--- config.mk ---
export PLATFORM = sky130hd
export DESIGN_NAME = retransmit_timer_table
export DESIGN_NICKNAME = d
export VERILOG_FILES = /design/src/sv/rtt_pkg.sv /design/src/sv/rtt_front.sv /design/src/sv/rtt_engine.sv /design/src/sv/retransmit_timer_table.sv
export SDC_FILE = /design/constraint.sdc
export NUM_CORES = 2
export LEC_CHECK = 0
export ABC_CLOCK_PERIOD_IN_PS = 13000
export BUFFER_PORTS_ARGS = -buffer_cell sky130_fd_sc_hd__buf_2
export CORE_MARGIN = 1
export CORE_UTILIZATION = 65
export CTS_BUF_LIST = sky130_fd_sc_hd__clkbuf_8 sky130_fd_sc_hd__clkbuf_16
export CTS_CLUSTER_DIAMETER = 100
export DETAILED_ROUTE_END_ITERATION = 10
export PLACE_DENSITY_LB_ADDON = 0.05
export SETUP_SLACK_MARGIN = 0.5
export SLEW_MARGIN = 20
export SYNTH_ARGS = -nofsm -noshare
export SYNTH_HDL_FRONTEND = slang
export SYNTH_HIERARCHICAL = 1
export SYNTH_SLANG_ARGS = --single-unit
--- constraint.sdc ---
create_clock -name clk -period 13 [get_ports clk]
set_clock_uncertainty 0.15 [all_clocks]
set_input_delay 0.65 -clock clk [delete_from_list [all_inputs] [get_ports clk]]
set_output_delay 0.65 -clock clk [all_outputs]
set_load 0.03 [all_outputs]
--- src/sv/rtt_pkg.sv ---
package rtt_pkg;

	localparam int TableDepth = 16;
	localparam int IdxW = $clog2(TableDepth);
	localparam int OccW = $clog2(TableDepth + 1);

	typedef enum logic [1:0] {
		ACT_ADD   = 2'd0,
		ACT_ACK   = 2'd1,
		ACT_SCAN  = 2'd2,
		ACT_QUERY = 2'd3
	} action_t;

	typedef enum logic [2:0] {
		ST_RESENT  = 3'd0,
		ST_DUE     = 3'd1,
		ST_DROPPED = 3'd2,
		ST_ADDED   = 3'd3,
		ST_FULL    = 3'd4,
		ST_REMOVED = 3'd5,
		ST_ANSWER  = 3'd6
	} status_t;

	localparam logic CFG_INTERVAL = 1'b0;
	localparam logic CFG_MAX_SENDS = 1'b1;

	typedef struct packed {
		action_t     action;
		logic [15:0] msg_id;
		logic [31:0] now;
		logic        link_up;
	} cmd_t;

	typedef struct packed {
		status_t     status;
		logic [15:0] out_id;
		logic [3:0]  send_count;
		logic [4:0]  removed_count;
		logic        last;
	} res_t;

endpackage

--- src/sv/rtt_front.sv ---
// Input stage: registers one command and holds it until the engine takes it.
module rtt_front (
	input  logic          clk,
	input  logic          arst_n,
	input  logic          in_valid,
	output logic          in_ready,
	input  rtt_pkg::cmd_t in_cmd,
	output logic          q_valid,
	input  logic          q_ready,
	output rtt_pkg::cmd_t q_cmd
);
	logic          full_q;
	rtt_pkg::cmd_t cmd_q;

	assign in_ready = !full_q || q_ready;
	assign q_valid  = full_q;
	assign q_cmd    = cmd_q;

	always_ff @(posedge clk or negedge arst_n) begin
		if (!arst_n) begin
			full_q <= 1'b0;
		end else if (in_ready) begin
			full_q <= in_valid;
		end
	end

	always_ff @(posedge clk) begin
		if (in_valid && in_ready) begin
			cmd_q <= in_cmd;
		end
	end
endmodule

--- src/sv/rtt_engine.sv ---
// Table engine: walks the entries one per cycle unless a result waits for the output, compacting in place.
module rtt_engine (
	input  logic          clk,
	input  logic          arst_n,
	input  logic          cmd_valid,
	output logic          cmd_ready,
	input  rtt_pkg::cmd_t cmd,
	input  logic [31:0]   retry_interval,
	input  logic [3:0]    max_sends,
	output logic          res_valid,
	input  logic          res_ready,
	output rtt_pkg::res_t res
);
	typedef enum logic [2:0] {
		S_IDLE = 3'b001,
		S_WALK = 3'b010,
		S_DONE = 3'b100
	} state_t;

	state_t                      state_q;
	rtt_pkg::cmd_t               cmd_q;
	logic [rtt_pkg::OccW-1:0]    occ_q, rd_q, wr_q;
	logic [4:0]                  rem_q;
	logic [3:0]                  ans_q;
	logic                        full_add_q;
	logic [15:0]                 id_q   [rtt_pkg::TableDepth];
	logic [3:0]                  cnt_q  [rtt_pkg::TableDepth];
	logic [31:0]                 time_q [rtt_pkg::TableDepth];
	logic                        rv_q;
	rtt_pkg::res_t               res_q;

	logic [rtt_pkg::IdxW-1:0] ri, wi;
	logic [15:0] eid;
	logic [3:0]  ecnt, ncnt;
	logic [31:0] etime;
	logic        walk_end, drop, due, keep, emit, slot, res_load;

	assign ri    = rd_q[rtt_pkg::IdxW-1:0];
	assign wi    = wr_q[rtt_pkg::IdxW-1:0];
	assign eid   = id_q[ri];
	assign ecnt  = cnt_q[ri];
	assign etime = time_q[ri];
	assign walk_end = (rd_q == occ_q);
	assign drop  = (ecnt >= max_sends);
	assign due   = (cmd_q.action == rtt_pkg::ACT_SCAN) && !drop
		&& ((cmd_q.now - etime) > retry_interval);
	assign ncnt  = (ecnt == 4'd15) ? ecnt : ecnt + 4'd1;
	assign keep  = (cmd_q.action == rtt_pkg::ACT_ACK) ? (eid != cmd_q.msg_id)
		: (cmd_q.action == rtt_pkg::ACT_SCAN) ? !drop : 1'b1;
	assign emit  = (cmd_q.action == rtt_pkg::ACT_SCAN) && (drop || due);
	assign slot  = !rv_q || res_ready;
	assign res_load = (state_q == S_WALK && !walk_end && emit && slot)
		|| (state_q == S_DONE && slot);

	assign cmd_ready = (state_q == S_IDLE);
	assign res_valid = rv_q;
	assign res       = res_q;

	always_ff @(posedge clk or negedge arst_n) begin
		if (!arst_n) begin
			state_q <= S_IDLE;
			occ_q   <= '0;
			rv_q    <= 1'b0;
			rd_q    <= '0;
			wr_q    <= '0;
		end else begin
			if (res_load) begin
				rv_q <= 1'b1;
			end else if (res_ready) begin
				rv_q <= 1'b0;
			end
			case (state_q)
				S_IDLE: begin
					if (cmd_valid) begin
						rd_q <= '0;
						wr_q <= '0;
						if (cmd.action == rtt_pkg::ACT_ADD) begin
							state_q <= S_DONE;
							if (occ_q != rtt_pkg::OccW'(rtt_pkg::TableDepth))
								occ_q <= occ_q + 1'b1;
						end else begin
							state_q <= S_WALK;
						end
					end
				end
				S_WALK: begin
					if (walk_end) begin
						occ_q <= wr_q;
						state_q <= (cmd_q.action == rtt_pkg::ACT_SCAN) ? S_IDLE : S_DONE;
					end else if (!emit || slot) begin
						rd_q <= rd_q + 1'b1;
						if (keep) wr_q <= wr_q + 1'b1;
					end
				end
				S_DONE: begin
					if (slot) begin
						state_q <= S_IDLE;
					end
				end
				default: state_q <= S_IDLE;
			endcase
		end
	end

	// Scan results carry last when no later entry reports in the same scan.
	logic no_later;
	always_ff @(posedge clk) begin
		if (state_q == S_IDLE && cmd_valid) begin
			cmd_q <= cmd;
			rem_q <= '0;
			ans_q <= '0;
			full_add_q <= (occ_q == rtt_pkg::OccW'(rtt_pkg::TableDepth));
			if (cmd.action == rtt_pkg::ACT_ADD
					&& occ_q != rtt_pkg::OccW'(rtt_pkg::TableDepth)) begin
				id_q[occ_q[rtt_pkg::IdxW-1:0]]   <= cmd.msg_id;
				cnt_q[occ_q[rtt_pkg::IdxW-1:0]]  <= '0;
				time_q[occ_q[rtt_pkg::IdxW-1:0]] <= cmd.now;
			end
		end
		if (state_q == S_WALK && !walk_end && (!emit || slot)) begin
			if (keep) begin
				id_q[wi]   <= eid;
				cnt_q[wi]  <= due ? ncnt : ecnt;
				time_q[wi] <= due ? cmd_q.now : etime;
			end
			if (eid == cmd_q.msg_id) begin
				rem_q <= rem_q + 5'd1;
				ans_q <= ecnt;
			end
			if (emit) begin
				res_q.status <= drop ? rtt_pkg::ST_DROPPED
					: (cmd_q.link_up ? rtt_pkg::ST_RESENT : rtt_pkg::ST_DUE);
				res_q.out_id <= eid;
				res_q.send_count <= drop ? ecnt : ncnt;
				res_q.removed_count <= '0;
				res_q.last <= no_later;
			end
		end
		if (state_q == S_DONE && slot) begin
			res_q.out_id <= cmd_q.msg_id;
			res_q.last <= 1'b1;
			case (cmd_q.action)
				rtt_pkg::ACT_ADD: begin
					res_q.status <= full_add_q ? rtt_pkg::ST_FULL : rtt_pkg::ST_ADDED;
					res_q.send_count <= '0;
					res_q.removed_count <= '0;
				end
				rtt_pkg::ACT_ACK: begin
					res_q.status <= rtt_pkg::ST_REMOVED;
					res_q.send_count <= '0;
					res_q.removed_count <= rem_q;
				end
				default: begin
					res_q.status <= rtt_pkg::ST_ANSWER;
					res_q.send_count <= ans_q;
					res_q.removed_count <= '0;
				end
			endcase
		end
	end

	// no_later: true when no entry after the current one will report in this scan.
	logic [rtt_pkg::TableDepth-1:0] rep;
	always_comb begin
		for (int k = 0; k < rtt_pkg::TableDepth; k++) begin
			rep[k] = (cnt_q[k] >= max_sends) || ((cmd_q.now - time_q[k]) > retry_interval);
		end
	end
	always_comb begin
		no_later = 1'b1;
		for (int k = 0; k < rtt_pkg::TableDepth; k++) begin
			if (k > int'(rd_q) && k < int'(occ_q) && rep[k]) no_later = 1'b0;
		end
	end

	a_occ: assert property (@(posedge clk) disable iff (!arst_n)
		occ_q <= rtt_pkg::OccW'(rtt_pkg::TableDepth)) else $error("occupancy overflow");
	a_wr: assert property (@(posedge clk) disable iff (!arst_n)
		wr_q <= rd_q) else $error("write pointer ahead of read");
	a_idle: assert property (@(posedge clk) disable iff (!arst_n)
		state_q == S_WALK && walk_end |=> state_q == S_IDLE || state_q == S_DONE)
		else $error("walk exit");
endmodule

--- src/sv/retransmit_timer_table.sv ---
// Add answers via the engine's done state; ack and query walk the table first.
// Scan walks one entry per cycle, stalling on output backpressure.
// The engine takes a new item only when idle, so the table walk sets throughput.
// The input register accepts the next item while the walk runs.
// arst_n clears occupancy and all handshake state; config resets to 3000 / 3.
module retransmit_timer_table (
	input  logic        clk,
	input  logic        arst_n,
	input  logic        s_axis_tvalid,
	output logic        s_axis_tready,
	input  logic [55:0] s_axis_tdata,  // action[1:0], msg_id[17:2], now[49:18], link_up[50]
	output logic        m_axis_tvalid,
	input  logic        m_axis_tready,
	output logic [31:0] m_axis_tdata,  // status[2:0], out_id[18:3], send_count[22:19], removed_count[27:23]
	output logic        m_axis_tlast,
	input  logic        cfg_we,
	input  logic        cfg_index,
	input  logic [31:0] cfg_wdata
);
	rtt_pkg::cmd_t in_cmd, q_cmd;
	rtt_pkg::res_t res;
	logic          q_valid, q_ready;
	logic [31:0]   interval_q;
	logic [3:0]    max_sends_q;

	always_ff @(posedge clk or negedge arst_n) begin
		if (!arst_n) begin
			interval_q  <= 32'd3000;
			max_sends_q <= 4'd3;
		end else if (cfg_we) begin
			if (cfg_index == rtt_pkg::CFG_INTERVAL) interval_q <= cfg_wdata;
			if (cfg_index == rtt_pkg::CFG_MAX_SENDS) max_sends_q <= cfg_wdata[3:0];
		end
	end

	assign in_cmd.action  = rtt_pkg::action_t'(s_axis_tdata[1:0]);
	assign in_cmd.msg_id  = s_axis_tdata[17:2];
	assign in_cmd.now     = s_axis_tdata[49:18];
	assign in_cmd.link_up = s_axis_tdata[50];

	rtt_front u_front (
		.clk(clk), .arst_n(arst_n),
		.in_valid(s_axis_tvalid), .in_ready(s_axis_tready), .in_cmd(in_cmd),
		.q_valid(q_valid), .q_ready(q_ready), .q_cmd(q_cmd)
	);

	rtt_engine u_engine (
		.clk(clk), .arst_n(arst_n),
		.cmd_valid(q_valid), .cmd_ready(q_ready), .cmd(q_cmd),
		.retry_interval(interval_q), .max_sends(max_sends_q),
		.res_valid(m_axis_tvalid), .res_ready(m_axis_tready), .res(res)
	);

	assign m_axis_tdata = {4'd0, res.removed_count, res.send_count, res.out_id, res.status};
	assign m_axis_tlast = res.last;
endmodule
==> PnR_summary.wiki <==
{| class="wikitable"
! Metric !! Value
|-
| Status || finished, final reports clean
|-
| Worst min-delay path startpoint || cfg_index
|-
| Crit start category || register
|-
| Longest Clk Path Bufs || 3
|-
| DRT iter0 DRCs || 7414
|-
| Wire length of the first global-routing pass || 388200 µm
|-
| Cell-internal power || 0.01051 W
|-
| Number of nets at the end of the flow || 8501
|-
| Overall Global Routing Usage || 44.52%
|-
| Die width || 346.1 µm
|-
| Area growth from synthesis to layout || 10.60%
|-
| Worst-margin pin slew || 1.317 ns
|-
| Worst supply voltage drop on vdd || 0.1815 mV
|-
| # Post-CTS Setup Buffers || 0
|-
| Clock group share of total power || 16.7%
|-
| Core Region || 116800 µm²
|-
| Clk slew on worst S/H paths || 0.07 ns
|-
| Final Routed Wirelength || 269400 µm
|-
| Top_reg_cell synth || edfxtp_1
|-
| Flip-flop and latch count after synthesis || 1029
|-
| Count of flip-flops with a built-in enable after synthesis || 963
|-
| Total clock buffers created by CTS || 109
|-
| P per Cell Area || 227.5 nW/µm²
|-
| DRT antenna net count || 0
|-
| Reg power frac || 22.9%
|-
| Switching power || 0.008854 W
|-
| Remaining global-route overflow || 0
|-
| Max-cap violations || 0
|-
| Commonest cells after routing, fill and taps aside || 1080 x ha_1, 963 x edfxtp_1, 726 x inv_1, 545 x a21oi_1, 361 x o21ai_0
|-
| Post-Synthesis Cell Area || 76960 µm²
|-
| Fraction of layout instances using a drive strength above 1 || 11.61%
|-
| Number of buffers inserted by port buffering || 119
|-
| Root buffer cell || clkbuf_16
|-
| Clock tree from TritonCTS || built
|-
| Synth warnings || 6
|-
| Part of the cycle the worst path needs || 85.96%
|-
| Overall via count from detail_route || 61368
|-
| Number of sinks driven by the clock tree || 1029
|-
| Final sum of negative setup slack || 0 ns
|-
| Critical path buffers and inverters || 4
|-
| Avg WL per Cell || 30.15 µm
|-
| Number of pins exceeding their max-slew limit in the final report || 0
|-
| Total number of placement rows || 125
|-
| Number of global-route vias before repair || 60374
|-
| Area of combinational cells with multiple inputs || 43410 µm²
|-
| Switching Fraction || 45.73%
|-
| Fraction of the yosys area taken by sequential cells || 39.67%
|-
| Final Core Density || 72.85%
|-
| Setup slack, reg-to-reg || 1.82 ns
|-
| Highest net fanout along the worst path || 53
|-
| Via count normalized by instance count || 6.868
|-
| Smallest hold slack || 0.1566 ns
|-
| DR pass1 iterations || 8
|-
| Height of the die || 346.1 µm
|-
| Logic gate share of total power || 60.4%
|-
| WP data required || 13.20 ns
|-
| Placed wire-length estimate || 195400 µm
|-
| H-tree depth || 3
|-
| Placed Instances || 8635
|-
| Worst setup EP type || register
|-
| Cell with the largest stage delay on the worst path || nor2_4
|-
| Startpoint of the lowest-slack register-to-register path || u_engine/rd_q[1]
|-
| Total of endpoints with negative setup slack in the final report || 0
|-
| Final hold violations || 0
|-
| Distinct cell type count after synthesis || 85
|-
| RSZ-0062 raised after global routing || no
|-
| Later-pin clock latency in the skew report || 0.82 ns
|-
| Leak || 35.83 nW
|-
| Fillcell total || 8086
|-
| Sequential cell area || 30550 µm²
|-
| CP Class || register to register
|-
| Die Footprint || 119800 µm²
|-
| Worst relative slew slack || 11.52%
|-
| Routability-driven placement congestion ratio || 1.038
|-
| Most common cell after layout, fill and taps aside || ha_1
|-
| Syn Area/Cell || 11.10 µm²
|-
| Kind of cell with the highest combined delay on the critical path || compound AO/OA/AOI/OAI gates
|-
| Worst EP arrival || 11.38 ns
|-
| Maximum clock frequency || 89.48 MHz
|-
| Worst hold path class || primary input to register
|-
| Number of remaining DRC errors || 0
|-
| Slowest stage delay, CP || 0.85 ns
|-
| Final Non-Filler Cells || 8936
|-
| End point of the most critical hold path || interval_q[30]
|-
| Hold path depth || 3
|-
| Maximum number of pins on one net before global-route repair || 84
|-
| Antenna violations before repair || 14
|-
| Worst reg2reg path depth || 25
|-
| Effective utilization at floorplan || 65.87%
|-
| Gate count of the mapped netlist || 6935
|-
| # IOs || 129
|-
| Share of flip-flops with an asynchronous set or reset || 5.442%
|-
| Worst flop-to-flop path endpoint || u_engine/time_q[2][11]
|-
| Fin crit period || 11.18 ns
|}
stage by stage:
step	power, W	cell area [µm²]	worst slack (ns)
after floorplan	0.01213	76970	2.489
after detailed placement	0.01563	80470	1.820
after global routing	0.02041	85100	1.463
final	0.01936	85110	1.825
after CTS	0.01893	85000	1.754
after global placement	0.01531	80350	1.894
Yosys cell counts, drive strengths merged (115+ instances only):
| library cell | number | area [µm²] |
|---|---|---|
| edfxtp | 963 | 28920 |
| xnor2 | 357 | 3127 |
| inv | 709 | 2661 |
| nand2 | 260 | 975.9 |
| a21oi | 550 | 2764 |
| o21ai | 369 | 1847 |
| mux4 | 260 | 5856 |
| ha | 1080 | 13510 |
| nor2 | 354 | 1329 |
| xor2 | 115 | 1007 |
| a21o | 349 | 2620 |
| nand3 | 136 | 680.7 |
| nand4 | 143 | 894.6 |
worst max-delay path by stage:
stage	start	to	slack, ns	cells after the start
after floorplan	u_engine/rd_q[1]	u_engine/cnt_q[10][0]	2.49	30
final	u_engine/rd_q[1]	u_engine/time_q[2][11]	1.82	25
after CTS	u_engine/rd_q[1]	u_engine/time_q[4][13]	1.75	27
after detailed placement	u_engine/rd_q[1]	u_engine/time_q[4][23]	1.82	27
after global placement	u_engine/rd_q[1]	u_engine/time_q[4][24]	1.89	27
after global routing	u_engine/rd_q[1]	u_engine/time_q[2][11]	1.46	29
state kept, by name, summed over array words and instances, names as in the netlist:
signal	flops
u_engine/cnt_q	64
u_engine/id_q	256
u_engine/rem_q	5
max_sends_q	4
u_front/q_cmd	51
interval_q	32
u_engine/cmd_q	51
u_engine/res_valid	1
u_engine/ans_q	4
u_engine/state_q	3
u_engine/full_add_q	1
u_engine/time_q	512
u_engine/rd_q	5
u_engine/wr_q	5
u_engine/occ_q	5
u_engine/res	29
u_front/q_valid	1
per-layer routing:
layer	share of wire [%]	up-vias	GRT usage, %
met5	0.034	-	0
met4	6.6	14	25.42
met3	13	797	15.31
met2	44	3845	68.31
met1	36	29763	54.86
li1	-	26949	-
final cells by class:
type	count	share of cell area, %
Inverter	709	3.128
Sequential cell	1029	35.89
Tap cell	1524	2.240
Clock inverter	92	1.060
Clock buffer	113	3.269
Multi-Input combinational cell	5093	51.00
Timing Repair Buffer	369	3.393
Antenna cell	7	0.02058
power by group through the flow:
stage | Clock, W | Combinational, W | Sequential, W
floorplan | 0 | 0.00759 | 0.00454
global placement | 0 | 0.0108 | 0.00447
detailed placement | 0 | 0.0111 | 0.00449
CTS | 0.00323 | 0.0113 | 0.00443
global route | 0.00335 | 0.0126 | 0.00445
finish | 0.00323 | 0.0117 | 0.00443
cell families (layout without fill, tap and decap cells):
| family | count (synthesis) | after routing | share of synthesized area [%] |
|---|---|---|---|
| AOI/OAI and AO/OA | 1794 | 1794 | 14.79 |
| xor gates and xnor gates | 472 | 472 | 5.372 |
| adders and majority gates | 1096 | 1096 | 17.97 |
| buffers and inverters | 816 | 1283 | 4.173 |
| DFF | 1029 | 1029 | 39.67 |
| muxes | 348 | 348 | 8.984 |
| other | 1 | 11 | 0.004873 |
| and+or+nand+nor | 1379 | 1379 | 9.025 |
worst register-to-register path: stages, from the launching register on:
cell,delay (ns)
dfrtp_4,0.70
buf_16,0.31
mux4_2,0.66
mux4_2,0.51
inv_1,0.09
ha_1,0.38
o2111ai_1,0.21
nand3_1,0.47
a31oi_1,0.55
a211oi_1,0.23
o31ai_1,0.52
o211ai_1,0.29
a221oi_1,0.47
nor3_1,0.12
a2111oi_0,0.49
xnor2_1,0.17
ha_1,0.32
nand4_1,0.11
or3_1,0.41
o221a_2,0.42
o21ai_1,0.46
nand2b_4,0.66
a31oi_1,0.18
buf_4,0.21
nor2_4,0.85
buf_4,0.75
what timing repair did:
action | 4_1_cts | 5_1_grt
setup endpoints to repair | 0 | 0
endpoints found under the hold margin | 107 | 0
resized for setup | 0 | 0
hold buffers | 85 | 0
(Power assumes the default switching activity.)
